<file path="config.mk">
export PLATFORM = sky130hd
export DESIGN_NAME = gp2x_emit
export DESIGN_NICKNAME = d
export VERILOG_FILES = /design/src/rtl/gp2x_pkg.sv /design/src/rtl/gp2x_emit.sv
export SDC_FILE = /design/constraint.sdc
export NUM_CORES = 1
export LEC_CHECK = 0
export BUFFER_PORTS_ARGS = -buffer_cell sky130_fd_sc_hd__buf_4
export CAP_MARGIN = 20
export CORE_UTILIZATION = 55
export DETAILED_ROUTE_END_ITERATION = 12
export GPL_TIMING_DRIVEN = 0
export PLACE_DENSITY = 0.84
export SYNTH_ARGS = -nofsm -noshare
export SYNTH_HDL_FRONTEND = slang
export SYNTH_SLANG_ARGS = --single-unit
export TNS_END_PERCENT = 100
</file>
<file path="constraint.sdc">
create_clock -name clk -period 3.35 [get_ports clk]
set_clock_uncertainty 0.2 [all_clocks]
set_input_delay 0.67 -clock clk [delete_from_list [all_inputs] [get_ports clk]]
set_output_delay 0.67 -clock clk [all_outputs]
set_load 0.1 [all_outputs]
</file>
<file path="src/rtl/gp2x_pkg.sv">
package gp2x_pkg;

  // Coarse position counters and configuration registers share this width.
  localparam int POS_W = 10;
  // Fine grid coordinates carry one more bit.
  localparam int IDX_W = POS_W + 1;

  typedef logic [POS_W-1:0] pos_t;
  typedef logic [IDX_W-1:0] idx_t;

  // Configuration register indexes.
  typedef enum logic [0:0] {
    REG_INTERVALS_X = 1'b0,
    REG_INTERVALS_Y = 1'b1
  } reg_index_t;

  // Fine point kinds, in emission order; the code is also the pending-mask bit.
  typedef enum logic [1:0] {
    KIND_COPY = 2'd0,
    KIND_HORZ = 2'd1,
    KIND_VERT = 2'd2,
    KIND_DIAG = 2'd3
  } kind_t;

  localparam int KINDS = 4;

  // Coordinates and flags of one coarse item handed to the emit stage.
  typedef struct packed {
    pos_t row;
    pos_t col;
    logic done;
  } ctrl_t;

endpackage

</file>
<file path="src/rtl/gp2x_emit.sv">
module gp2x_emit import gp2x_pkg::*; #(
  parameter int W = 32
) (
  input  logic         clk,
  input  logic         rst,
  input  logic         load,
  input  ctrl_t        ctrl,
  input  logic [W-1:0] cur,
  input  logic [W-1:0] prev,
  input  logic [W-1:0] up,
  input  logic [W-1:0] diag,
  output logic         free,
  output logic         out_valid,
  input  logic         out_ready,
  output idx_t         fine_row,
  output idx_t         fine_col,
  output logic [W-1:0] fine_value,
  output logic         last_of_item,
  output logic         grid_done
);

  function automatic logic [W-1:0] mean2(input logic [W-1:0] a, input logic [W-1:0] b);
    logic [W:0] s;
    s = {a[W-1], a} + {b[W-1], b};
    return s[W:1];
  endfunction

  logic [KINDS-1:0] pending;
  logic [KINDS-1:0] pending_next;
  logic [KINDS-1:0] sel_bit;
  kind_t            sel;
  ctrl_t            held;
  logic [W-1:0]     v_copy;
  logic [W-1:0]     v_horz;
  logic [W-1:0]     v_vert;
  logic [W-1:0]     v_diag;
  idx_t             row2;
  idx_t             col2;

  always_comb begin
    if (pending[KIND_COPY]) begin
      sel = KIND_COPY;
    end else if (pending[KIND_HORZ]) begin
      sel = KIND_HORZ;
    end else if (pending[KIND_VERT]) begin
      sel = KIND_VERT;
    end else begin
      sel = KIND_DIAG;
    end
    sel_bit      = KINDS'(1) << sel;
    pending_next = pending & ~sel_bit;
  end

  assign out_valid    = |pending;
  assign last_of_item = (pending_next == '0);
  assign free         = !out_valid || (out_ready && last_of_item);
  assign grid_done    = held.done;

  assign row2 = {held.row, 1'b0};
  assign col2 = {held.col, 1'b0};

  always_comb begin
    case (sel)
      KIND_COPY: begin
        fine_row   = row2;
        fine_col   = col2;
        fine_value = v_copy;
      end
      KIND_HORZ: begin
        fine_row   = row2;
        fine_col   = col2 - IDX_W'(1);
        fine_value = v_horz;
      end
      KIND_VERT: begin
        fine_row   = row2 - IDX_W'(1);
        fine_col   = col2;
        fine_value = v_vert;
      end
      default: begin
        fine_row   = row2 - IDX_W'(1);
        fine_col   = col2 - IDX_W'(1);
        fine_value = v_diag;
      end
    endcase
  end

  always_ff @(posedge clk) begin
    if (rst) begin
      pending <= '0;
    end else if (load) begin
      pending[KIND_COPY] <= 1'b1;
      pending[KIND_HORZ] <= (ctrl.col != '0);
      pending[KIND_VERT] <= (ctrl.row != '0);
      pending[KIND_DIAG] <= (ctrl.col != '0) && (ctrl.row != '0);
    end else if (out_valid && out_ready) begin
      pending <= pending_next;
    end
  end

  always_ff @(posedge clk) begin
    if (load) begin
      held   <= ctrl;
      v_copy <= cur;
      v_horz <= mean2(prev, cur);
      v_vert <= mean2(up, cur);
      v_diag <= mean2(diag, cur);
    end
  end

endmodule

</file>
Word level (Yosys, flattened, before mapping)
Index checks and enable logic that the tools add are counted.

operators by class
  add/subtract/negate cells = 5
  eq/ne operators = 2
  shift operators = 1
  multiplexer cells = 8
  bitwise gates (word level) = 2
  reduce and logical (&&, ||, !) cells = 13

operator list
  operator                                             number
  adder 32 x 32 -> 33 bit                              3
  case mux 32 bit (3 select lines)                     1
  two-way mux 11 bit                                   2
  subtractor 11 x 1 -> 11 bit (second input constant)  2
  nonzero test 10 bit                                  2
  two-way mux 4 bit                                    2
  bitwise AND 4 bit                                    1
  logical NOT 4 bit                                    1
  two-way mux 2 bit                                    2
  inverter 4 bit                                       1
  OR reduction 2 bit                                   2
  OR reduction 4 bit                                   1
  << shifter 1 x 2 -> 4 bit (first input constant)     1
  logical AND 1 bit                                    3
  == test 2 x 1 -> 1 bit (second input constant)       1
  == test 2 bit (second input constant)                1
  logical NOT 2 bit                                    1
  nonzero test 2 bit                                   1
  logical NOT 1 bit                                    1
  logical OR 1 bit                                     1
  two-way mux 1 bit                                    1

storage, ports and cells
  register bits = 153
  input port bits = 153
  output and inout port bits = 58
  logic and storage cells = 39

Logic depth before layout (Yosys ltp)
Gate-level depths: netlist (run 1).

  word-level depth = 9
  gate-level depth with buffers = 10
  depth with buffers taken out = 10

Least setup slack after synthesis (run 1)
No wires, ideal clock.

  path kind = register -> output
  start point = reg pending[1]
  end point = out fine_col[10]
  arrival time = 4353 ps
  data required time = 2480 ps
  path slack = -1873 ps
  cell stages (with the launch flop) = 7
  buffers on the path = 0
  cell sequence = dfxtp_1 clkinv_1 a21oi_1 nand2_1 nor2_1 nand2_1 xnor2_1

between the ends
  longest elaborated chain between the ends = 5
  elaborated cells between the ends (all ways) = 6
  those cells by class = 1 x eq/ne; 3 x mux; 2 x reduce/logical

RTL lines
  item                                                RTL line         source
  start, declared                                     gp2x_emit.sv:28  logic [KINDS-1:0] pending;
  start signal, assigned by index                     gp2x_emit.sv:92  pending[KIND_HORZ] <= (ctrl.col != '0);
  start signal, assigned by index                     gp2x_emit.sv:93  pending[KIND_VERT] <= (ctrl.row != '0);
  start signal, assigned by index                     gp2x_emit.sv:94  pending[KIND_DIAG] <= (ctrl.col != '0) && (ctrl.row != '0);
  two-way mux 2 bit *                                 gp2x_emit.sv:43  end else if (pending[KIND_HORZ]) begin
  two-way mux 2 bit *                                 gp2x_emit.sv:41  if (pending[KIND_COPY]) begin
  == test 2 bit or logical NOT 2 bit (tied branches)  gp2x_emit.sv:63  case (sel)
  OR reduction 2 bit (no source line) *               --
  two-way mux 11 bit *                                --
  end, declared                                       gp2x_emit.sv:16  output idx_t fine_col,

Every way passes the cells marked *; elsewhere a longest branch is shown, timed or not.

Final worst setup path (run 1)
  start point = in cur[18]
  end point = reg v_vert[30] (data pin)

between the ends
  longest elaborated chain between the ends = 1

RTL lines
  item                     RTL line          source
  start, declared          gp2x_emit.sv:8    input logic [W-1:0] cur,
  adder 32 x 32 -> 33 bit  gp2x_emit.sv:24   s = {a[W-1], a} + {b[W-1], b};
  end signal, assigned     gp2x_emit.sv:105  v_vert <= mean2(up, cur);
  end, declared            gp2x_emit.sv:35   logic [W-1:0] v_vert;

Every way passes these cells.
A chain may end at the register's enable or synchronous reset.

==> flow_summary.yaml, run 1 <==
setup_path:
  cp.required_ps: 3300
  cp_slowest_cell: "a221oi_1"
  crit_type: "input pin to register"
  critPathMaxStageDelay_ps: 380
  crit_fanout: 7
  cp_cell_sequence: "buf_4 -> ha_1 -> a21o_1 -> a21oi_1 -> o21ai_0 -> a21o_1 -> a21oi_1 -> o21ai_1 -> a221oi_1 -> xnor2_1"
  crit_arrival_ps: 3210
  cp-start-kind: "input pin"
  end_kind: "register"
synthesis:
  ys_types: 78
  avgSynthCellArea_um2: 10.3
  synth_seq_cells: 153
  async_flop_share_pct: 0
  yosysSeqAreaShare_pct: 42.5
  synth_edf_count: 149
  syn_nets: 1292
  syn_area_um2: 10700
  synth_flop_cell: "edfxtp_1"
  syn_inst: 1041
  yosys_warnings: 0
sta:
  finalSetupViolations: 0
  finalCritPeriodShare_pct: 97.4
  rsz0062_at_grt: "false"
  finalHoldViolCount: 0
  fmax_mhz: 306
  period_needed_ps: 3260
  worst_pin_slew_ps: 608
  fin_setup_tns_ps: 0
  relSlewSlack_pct: 59.5
  worst_hold_slack_ps: 217
  worst_slack_ps: 86.1
  maxSlewViolCount: 0
power:
  leakage_nw: 5.69
  p_total_w: 0.00715
  ir_drop_v: 0.000379
  power_density_nw_per_um2: 523
floorplan:
  start_util_pct: 56.8
  fp.dieH_um: 142
  die_x_um: 142
  core_region_area_um2: 18900
  design.die.area_um2: 20100
  row_count: 50
  io_pins: 211
final_layout:
  nFillCells: 1389
  drive_gt1_share_pct: 26.7
  area_delta_synth_final_pct: 27.4
  n_antenna_cell: 0
  nNetsFinal: 1521
route:
  drtAntennaViolNets: 0
  route.vias.total: 9459
  drt_iter0_drc: 814
  routedWlPerCell_um: 19.5
  first_pass_iters: 6
  drt-total-wl_um: 30100
  drc: 0
  viasPerCell: 6.13
clock_tree:
  cts_root_buf: "clkbuf_16"
  insertion_delay_ps: 430
  htreeDepth: 4
  cts_made_buffers: 17
  cts.path.max_buffers: 2
  cts_tree: "built"
  clk_pin_slew_ps: 60
  hold_buffers: 0
  clkSinkCount: 153
job:
  maxCapViolCount: 0
global_routing:
  grt_pass1_vias: 9078
  grt_max_degree: 96
  antenna_found_initial: 0
  grt_overflow: 0
  grt_pass1_wl_um: 46900
  grtUsageTotal_pct: 30.5
min_path:
  hold_class: "input pin to register"
place:
  portBuffers: 210
  dp_hpwl_um: 23300
  gp_congestion: 0.958
  pre_cts_slack_ps: -537
outcome:
  status: "complete, no violations"
[power by group]
group | internal [W] | switching, W | leakage [nW]
logic | 0.000836 | 0.00176 | 3.90
registers | 0.00243 | 0.000106 | 1.49
clock network | 0.00119 | 0.000832 | 0.294
[cell families (layout without fill, tap and decap cells)]
group                    count (synthesis)  in the layout  share of synthesized area [%]
AO/OA/AOI/OAI                          383            383                           24.1
buffers and inverters                   66            308                           2.36
multiplexers                             2              2                          0.187
XOR/XNOR                                97             97                           7.92
adder cells (fa/ha/maj)                 99             99                           11.7
AND/OR/NAND/NOR                        241            241                           11.2
flip-flops                             153            153                           42.5
[cell usage in the layout (no fill, tap or decap), drive strengths merged, types with 7 or more instances in the layout]
cell    synthesis  layout
a211oi         11      11
a21o           60      60
a21oi         115     115
a31oi          10      10
and2            9       9
and3            9       9
buf             7     218
clkbuf         28      44
edfxtp        149     149
ha             95      95
inv            30      34
nand2          59      59
nand2b         10      10
nand3          26      26
nand4          19      19
nor2           52      52
nor2b           9       9
nor3           19      19
nor4            9       9
o21a            7       7
o21ai          38      38
o21bai         18      18
o22ai          65      65
o31ai          13      13
xnor2          59      59
xor2           38      38
[what timing repair did]
action                     in CTS  in global routing
setup endpoints to repair      37                 33
resized for setup              11                 15
buffers inserted                0                  0
[critical path, delay by kind of cell]
family | cells | cell delay (ps)
buffers and inverters | 1 | 130
adder cells (fa/ha/maj) | 1 | 370
AO/OA/AOI/OAI | 7 | 1840
XOR/XNOR | 1 | 200
[worst paths after layout]
path                   start          to  slack [ps]  cells past startpoint
setup / recovery     cur[18]  v_vert[30]          90                     10
hold / removal       ctrl[0]   grid_done         220                      1
setup reg to reg  pending[1]  pending[2]        1730                      6
hold reg to reg   pending[0]  pending[0]         400                      2
[per-layer routing]
metal | wire length, µm | track usage, % | vias to the layer above
met5 | 0 | 0 | -
met3 | 1800 | 3.44 | 59
met4 | 881 | 11.4 | 0
li1 | - | - | 4501
met1 | 13000 | 40.8 | 4490
met2 | 14400 | 51.2 | 409
[cells in the mapped netlist, types with 3 or more instances]
cell type  count  area, µm²
buf_2          4       20.0
a41oi_1        5       43.8
o21bai_1      18        135
dfxtp_1        4       80.1
a21oi_2        4       35.0
nand2_1       57        214
o21a_1         7       52.6
o21ai_0       30        150
clkbuf_1      28        105
o31ai_1       10       75.1
a31oi_1        9       56.3
fa_1           3       60.1
a21oi_1      111        556
a2111oi_2      3       45.0
edfxtp_1     149       4470
nor3_1        19       95.1
ha_1          95       1190
nand4_1       19        119
nand3b_1       4       30.0
o211ai_1       6       45.0
nor2_1        52        195
and2_1         8       50.1
a211oi_1      11       82.6
a21o_1        60        450
inv_1         30        113
a311o_1        3       30.0
nand3_1       26        130
o22ai_1       65        407
and3_1         9       56.3
or3_1          5       31.3
nand2b_1      10       62.6
xor2_1        38        333
buf_1          3       11.3
xnor2_1       59        517
o21ai_1        7       35.0
nor2b_1        9       56.3
nor4_1         9       56.3
[cell type report]
type / count / area [µm²] / share of cell area, %
multi-input cells: 822 / 6290 / 46.1
clock inverters: 15 / 193 / 1.41
inverters: 31 / 118 / 0.861
plain buffers: 34 / 149 / 1.09
repair buffers: 211 / 1610 / 11.8
flip-flops and latches: 153 / 4550 / 33.3
well taps: 260 / 325 / 2.38
clock buffers: 17 / 425 / 3.11
[stage by stage]
step	std cells	util (%)	area (µm²)
4_1_cts	1544	72.2	13600
2_1_floorplan	1041	-	11100
6_report	1543	72.3	13700
5_1_grt	1543	72.3	13700
3_3_place_gp	1511	68.6	13000
3_5_place_dp	1512	68.8	13000
[registers in the layout, summed over array words and instances, names as in the netlist]
signal / cells
v_copy: 32
pending: 4
v_vert: 32
held: 10
grid_done: 1
v_diag: 32
col2: 10
v_horz: 32
No activity file was read; power rests on OpenSTA's default activity.
==> run 2, diff against run 1 <==
--- a/config.mk
+++ b/config.mk
@@ -5,12 +5,13 @@
 export SDC_FILE = /design/constraint.sdc
 export NUM_CORES = 1
 export LEC_CHECK = 0
+export ABC_AREA = 1
 export BUFFER_PORTS_ARGS = -buffer_cell sky130_fd_sc_hd__buf_4
 export CAP_MARGIN = 20
 export CORE_UTILIZATION = 55
 export DETAILED_ROUTE_END_ITERATION = 12
 export GPL_TIMING_DRIVEN = 0
-export PLACE_DENSITY = 0.84
+export PLACE_DENSITY = 0.82
 export SYNTH_ARGS = -nofsm -noshare
 export SYNTH_HDL_FRONTEND = slang
 export SYNTH_SLANG_ARGS = --single-unit
==> run 2 against run 1 <==
- hold slack worse by 8.2 ps
- die area is 22% higher
- via count up 38%
- sequential power hardly changed
- register-to-register slack lost 280 ps
- clock power is essentially flat
- fmax rose by 2.2%
- combinational power increased by 12%
- first-iteration DRC count rose by 17%
- area after synthesis increased by 22%
- critical path type is now register to output port
- critical endpoint is now fine_value[24]
- largest cell class unchanged
==> flow_summary.yaml, run 2 <==
clock_tree:
  cts.path.max_buffers: 2
  htreeDepth: 4
  post_cts_buffers: 0
  clkSinkCount: 153
  insertion_delay_ps: 430
  clk_pin_slew_ps: 70
  cts_root_buf: "clkbuf_16"
  cts_made_buffers: 17
  cts_tree: "built"
place:
  place_inst: 2531
  pre_cts_slack_ps: 430
  dp_hpwl_um: 32900
  portBuffers: 210
  gp_congestion: 0.933
global_routing:
  grt_max_degree: 93
  grt_overflow: 0
  grtUsageTotal_pct: 32.9
  grt_pass1_vias: 12143
  antenna_found_initial: 0
  grt_pass1_wl_um: 60400
synthesis:
  syn_nets: 2252
  synth_most_common_cell: "nand2_1"
  syn_area_um2: 13100
  syn_inst: 2001
  async_flop_share_pct: 0
  yosys_warnings: 0
  yosys-top-cells-count: "nand2_1 (911), inv_1 (389), edfxtp_1 (149), nor2_1 (149), ha_1 (95)"
  yosysSeqAreaShare_pct: 34.7
  synth_flop_cell: "edfxtp_1"
  synth_edf_count: 149
  synth_seq_cells: 153
  ys_types: 35
  synth.area.top_cells: "edfxtp_1 (34%), nand2_1 (26%), inv_1 (11%)"
  avgSynthCellArea_um2: 6.56
  yosys.area.top_type: "edfxtp_1"
  yosys.area.top_type_share_pct: 34.1
route:
  routedWlPerCell_um: 15.3
  drtAntennaViolNets: 0
  drt-total-wl_um: 39300
  first_pass_iters: 7
  drt_iter0_drc: 951
  viasPerCell: 5.08
  route.vias.total: 13020
  drc: 0
final_layout:
  final_cell_mix: "nand2_1 (909), inv_1 (389), buf_4 (209), nor2_1 (149), edfxtp_1 (149)"
  nNetsFinal: 2482
  drive_gt1_share_pct: 12.4
  post-route-util_pct: 67.6
  final_common_cell: "nand2_1"
  n_antenna_cell: 0
  nFillCells: 2130
  area_delta_synth_final_pct: 20.9
  finalNonFillerCells: 2563
floorplan:
  fp.dieH_um: 156
  die_x_um: 156
  start_util_pct: 55.9
  io_pins: 211
  row_count: 56
  core_region_area_um2: 23500
  design.die.area_um2: 24500
setup_path:
  end_kind: "output port"
  crit_fanout: 10
  cp-start-kind: "register"
  critPathMaxStageDelay_ps: 490
  cp_slowest_cell: "clkbuf_1"
  crit_top_cell: "nand2_1"
  crit_type: "register to output port"
  crit_arrival_ps: 2320
  cp_cell_sequence: "buf_6 -> inv_2 -> nand2_1 -> inv_1 -> clkbuf_1 -> nand2_1 -> nand4_1 -> buf_4"
  cp.required_ps: 2480
sta:
  worst_hold_slack_ps: 209
  relSlewSlack_pct: 44.3
  fmax_mhz: 313
  rsz0062_at_grt: "false"
  maxSlewViolCount: 0
  worst_slack_ps: 157
  finalSetupViolations: 0
  worst_pin_slew_ps: 836
  finalCritPeriodShare_pct: 95.3
  finalHoldViolCount: 0
  period_needed_ps: 3190
job:
  maxCapViolCount: 0
power:
  leakage_nw: 8.92
  ir_drop_v: 0.000374
  power_density_nw_per_um2: 469
outcome:
  status: "complete, no violations"
min_path:
  hold_class: "input pin to register"
[run 2: changes by cell type after synthesis, moves of 12 or more]
cell      previous run  this run
nand2_1             57       911
inv_1               30       389
nor2_1              52       149
o22ai_1             65         0
a21o_1              60         0
a21oi_1            111        59
xnor2_1             59         8
nand3_1             26        70
nand4_1             19        43
o21ai_0             30         8
clkbuf_1            28         7
xor2_1              38        59
o21bai_1            18         3
nor3_1              19         7
[run 2: final cells by class]
type                    count  area [µm²]  area share [%]
plain buffers              13        61.3           0.386
well taps                 319         399            2.52
clock buffers              17         425            2.68
clock inverters            15         179            1.13
flip-flops and latches    153        4550            28.7
multi-input cells        1442        7160            45.1
inverters                 393        1480            9.30
repair buffers            211        1610            10.1
[run 2: logic make-up (layout without fill, tap and decap cells)]
family / after synthesis / in the layout / synth area share, %
buffers and inverters: 406 / 649 / 11.7
AOI/OAI and AO/OA: 73 / 73 / 2.95
and+or+nand+nor: 1204 / 1204 / 36.7
xor gates and xnor gates: 67 / 67 / 4.47
DFF: 153 / 153 / 34.7
adders and majority gates: 98 / 98 / 9.51
[run 2: final timing paths]
| kind | from | end | slack, ps | depth (start not counted) |
|---|---|---|---|---|
| hold reg to reg | pending[3] | pending[3] | 360 | 2 |
| setup reg to reg | pending[0] | pending[1] | 1450 | 11 |
| setup / recovery | pending[0] | fine_value[24] | 160 | 8 |
| hold / removal | rst | pending[0] | 210 | 2 |
[run 2: routing by layer]
metal,vias to the layer above,global-route usage (%),share of wire (%)
li1,6634,-,-
met1,5893,43.3,43
met2,440,57.2,48
met3,53,3.32,7.2
met4,0,9.01,2.2
met5,-,0,0
[run 2: critical path: cells and delay by family, from the launching register on]
family        cells  cell delay (ps)
simple gates      3              360
flops             1              310
buf+inv           5             1220
[run 2: what timing repair did]
item	4_1_cts	5_1_grt
resized for setup	1	0
hold buffers	0	0
endpoints found under the setup margin	1	0
[run 2: where the power goes]
group | switching (W) | internal, W | leakage (nW)
Combinational | 0.00211 | 0.000794 | 7.13
Sequential | 0.000122 | 0.00242 | 1.49
Clock | 0.000858 | 0.00113 | 0.297
Total | 0.00309 | 0.00434 | 8.92
[run 2: stage by stage]
stage	power (W)	area [µm²]	setup TNS [ps]
global route	0.00778	15900	0
detailed placement	0.00545	15300	0
global placement	0.00541	15200	0
floorplan	0.00459	13300	-1370
finish	0.00743	15900	0
CTS	0.00743	15900	0
